<file path="src/bbe_ram.sv">
module bbe_ram #(
   parameter int unsigned WIDTH = 8,
   parameter int unsigned DEPTH = 256
) (
   input  logic                     clock,
   input  logic                     we,
   input  logic [$clog2(DEPTH)-1:0] addr,
   input  logic [WIDTH-1:0]         wdata,
   output logic [WIDTH-1:0]         rdata
);
   logic [WIDTH-1:0] mem [DEPTH];

   always_ff @(posedge clock) begin
      if (we) begin
         mem[addr] <= wdata;
      end
      rdata <= mem[addr];
   end
endmodule

</file>
<file path="config.mk">
export PLATFORM = sky130hd
export DESIGN_NAME = bbe_ram
export DESIGN_NICKNAME = d
export VERILOG_FILES = /design/src/bbe_ram.sv
export SDC_FILE = /design/constraint.sdc
export NUM_CORES = 2
export LEC_CHECK = 0
export ABC_AREA = 1
export BUFFER_PORTS_ARGS = -buffer_cell sky130_fd_sc_hd__buf_2
export CAP_MARGIN = 15
export CORE_ASPECT_RATIO = 1.2
export CORE_MARGIN = 2
export CORE_UTILIZATION = 35
export DETAILED_ROUTE_END_ITERATION = 7
export GPL_ROUTABILITY_DRIVEN = 0
export GPL_TIMING_DRIVEN = 0
export SETUP_SLACK_MARGIN = 0.05
export SLEW_MARGIN = 20
export SYNTH_ARGS = -nofsm -noshare
export SYNTH_HDL_FRONTEND = slang
export SYNTH_SLANG_ARGS = --single-unit
</file>
<file path="constraint.sdc">
create_clock -name clock -period 3.2 [get_ports clock]
set_input_delay 0.48 -clock clock [delete_from_list [all_inputs] [get_ports clock]]
set_output_delay 0.48 -clock clock [all_outputs]
set_load 0.01 [all_outputs]
</file>
# Yosys cells after proc, flatten, opt, wreduce, memory -nomap -nowiden

Memories as Yosys holds them, arrays and structs flattened. A register that Yosys moved wholly into a read port is not among the register bits.
Cells that the tools add are included.

Muxes and demuxes: 2

Operator list:

| operator | count |
|---|---|
| $mux 1   | 2 |

Register bits: 0
RAM bits: 2048
Input port bits: 18
Output and inout port bits: 8
Logic and storage cells: 3
Memories kept: 1

Memories:

| memory | words | width | rd ports | clocked after memory_dff | write ports | line | source |
|---|---|---|---|---|---|---|---|
| mem    | 256   | 8     | 1        | 1                        | 1           | 11   | `logic [WIDTH-1:0] mem [DEPTH];` |

# Logic depth before layout (Yosys ltp)

Word-level depth: 2
Gate-level depth with buffers: 15

# Least setup slack after synthesis

No wires, ideal clock.

Kind: input-to-reg
Start point: input addr[1]
End point: memory mem[234][0] (enable)
Arrival time: 1.950 ns
Data required time: 2.830 ns
Setup slack: 0.880 ns
Stages on the path: 10
Path through: buf_4 inv_4 nor2_8 buf_4 buf_4 inv_2 nor2_1 nand2_1 clkbuf_1 nor2_1

RTL lines:

| what            | line | source |
|---|---|---|
| start, declared | 7    | `input logic [$clog2(DEPTH)-1:0] addr,` |
| end, declared   | 11   |  |

Straight into the memory's write port.

# Worst setup path in the final report

Start point: input addr[4]
End point: memory mem[137][2] (enable)

Straight into the memory's write port.

==> flow_summary.yaml <==
outcome:
  status: "finished, violations left"
  violations: "negative setup slack"
grt:
  grt_max_degree: 103
  grt_pass1_wl_um: 376200
  grt_pass1_vias: 55120
  grt.overflow.total: 0
  antenna_found_initial: 19
  grt_util_all_layers_pct: 21.00
layout:
  final_cell_area_um2: 96030
  seqCellArea_um2: 61660
  final_util_pct: 39.72
  drive_above_1_share_pct: 6.863
  layout.cells.non_filler: 11630
  layout_common_cells: "nand2_1, edfxtp_1, nor2_1"
  finalNetCount: 8284
  n_fill_cell: 23170
  layout_commonest_cell: "nand2_1"
  multi_input_area_um2: 21370
  area_growth_pct: 13.17
detailed_routing:
  drt_first_pass_iters: 8
  ant_nets: 0
  wl_per_cell_um: 22.72
  vias: 57140
  wl_met1_um: 98130
  drtIter0Drc: 6647
  dr_wl_met2_um: 125100
  routed_via_density: 4.915
  drc: 0
  wirelength_um: 264100
  top_layer_used: "met5"
  wl_met3_um: 18180
clock_tree:
  postCtsSetupRepairBufs: 0
  numCtsBuffers: 199
  cts_buffer_depth: 4
  clkSinkCount: 2056
  cts_root_buf: "clkbuf_16"
  cts_tree: "built"
  clk_pin_slew_ns: 0.06
  h-tree-depth: 4
  clkLatencyLatePin_ns: 0.85
power:
  p_per_area_nw_per_um2: 586.6
  seqPwrFrac_pct: 52.7
  cell_internal_pwr_mw: 43.30
  switchingPower_mw: 13.03
  clkPwrFrac_pct: 40.7
  leakage_nw: 37.50
  p_sw_share_pct: 23.14
  finalPower_mw: 56.33
  ir_worst_vdd_mv: 0.5454
  combinationalPowerShare_pct: 6.6
setup_path:
  setup.worst_path.start: "addr[4]"
  cp-end-kind: "register"
  critPathKind: "in2reg"
  r2r-start: "mem[77][4]$_DFFE_PP_"
  cp_cell_sequence: "buf_2 > nor2_1 > clkbuf_1 > nand2_1 > clkbuf_1 > nor2_1"
  cp.required_ns: 3.67
  endpoint: "mem[137][2]$_DFFE_PP_"
  r2r_end: "rdata[4]$_DFF_P_"
  cp-start-kind: "input port"
  slowest_delay_ns: 0.81
  reg2reg_depth: 12
  crit_path_max_fanout: 10
  arrival_ns: 3.89
  crit_path_top_delay_cell: "nor2_1"
  r2r_slack_ns: 0.82
timing:
  setup_violations: 132
  finalHoldWorstSlack_ns: 0.1112
  tns_ns: -12.75
  slew_viol_final: 0
  fin_crit_ns: 3.420
  finClkSkew_ns: 0.04226
  max_freq_mhz: 292.4
  timing.final.hold_violations: 0
  tightestPinTransition_ns: 1.343
  fin_ws_ns: -0.2204
  min_period_over_period_pct: 106.9
  rsz0062_at_grt: "true"
  relSlewSlack_pct: 10.49
synthesis:
  synth-warning-count: 0
  syn-cell-area_um2: 84860
  synth_seq_area_share_pct: 72.66
  synthDistinctLibCells: 18
  synth_seq_cells: 2056
  synthCells: 8021
  synth_nets: 8039
  syn_avg_cell_area_um2: 10.58
floorplanning:
  die_w_um: 453.5
  die_area_um2: 246400
  die_h_um: 543.4
  row_count: 198
  io_pins: 26
  core-area_um2: 241800
  initial_core_util_pct: 35.09
placement:
  dpl_cell_area_um2: 89640
  dp_hpwl_um: 184600
  place_ws_ns: -1.091
  place_inst: 11270
  io_buffer_count: 23
worst_hold_path:
  hold_path_class: "in2reg"
flow_run:
  maxCapViolations: 0
## flip-flops by register name, indices dropped and copies added, names as in the netlist
| signal | flops |
|---|---|
| mem | 2048 |
| rdata | 8 |
## power groups by stage
stage / sequential (mW) / combinational, mW / clock, mW
floorplan: 30.3 / 1.69 / 0
global placement: 30.4 / 3.52 / 0
detailed placement: 30.3 / 3.65 / 0
CTS: 29.7 / 3.67 / 23.1
global route: 29.7 / 3.96 / 24.0
finish: 29.7 / 3.72 / 22.9
## worst max-delay path, delay by kind of cell
kind,cells,cell delay (ns)
AND/OR/NAND/NOR,3,1.98
buffers and inverters,3,1.41
## cells by family (layout without fill, tap and decap cells)
logic type	after synthesis	count (layout)	synth area share, %
AO/OA/AOI/OAI	192	192	1.132
buffers and inverters	452	838	2.362
flip-flops	2056	2056	72.66
other	0	18	0
AND/OR/NAND/NOR	5321	5321	23.84
## Yosys cell counts
cell type / n / area share (%)
buf_4: 6 / 0.053
nor2_8: 1 / 0.024
inv_2: 2 / 0.0089
clkbuf_1: 170 / 0.75
nand2_1: 4770 / 21
nand3_1: 188 / 1.1
buf_1: 52 / 0.23
buf_2: 182 / 1.1
a21oi_1: 32 / 0.19
dfxtp_1: 8 / 0.19
inv_1: 31 / 0.14
o21ai_0: 41 / 0.24
o21ai_1: 119 / 0.70
inv_4: 2 / 0.015
edfxtp_1: 2048 / 72
buf_6: 7 / 0.093
nand2_4: 1 / 0.013
nor2_1: 361 / 1.6
## worst min path at each step
stage / from / to / slack [ns] / cells after the start
2_1_floorplan: wdata[0] / mem[0][0]$_DFFE_PP_ / 0.58 / 0
3_3_place_gp: rdata[5]$_DFF_P_ / rdata[5] / 0.88 / 1
3_5_place_dp: wdata[2] / mem[73][2]$_DFFE_PP_ / 0.81 / 1
4_1_cts: wdata[7] / mem[47][7]$_DFFE_PP_ / 0.1 / 1
5_1_grt: wdata[7] / mem[58][7]$_DFFE_PP_ / 0.13 / 1
6_report: wdata[5] / mem[146][5]$_DFFE_PP_ / 0.11 / 1
## repair_timing
item                       CTS  global route
setup endpoints to repair  461           357
hold buffers                 1             0
hold endpoints to repair    14             0
resized for setup           34            38
## area by class of cell
class | count | share of cell area [%]
antenna | 18 | 0.04691
buffer | 416 | 1.966
clock buffer | 239 | 5.386
clock inverter | 103 | 1.011
inverter | 35 | 0.1420
multi-input combinational | 5513 | 22.25
sequential | 2056 | 64.21
tap | 3200 | 4.169
timing repair buffer | 45 | 0.8156
## routing by layer
layer / vias up / GRT usage, %
li1: 26860 / -
met1: 27200 / 24.81
met2: 2441 / 34.31
met3: 644 / 3.151
met4: 2 / 16.54
met5: - / 0
Power figures use the tool's default switching activity.
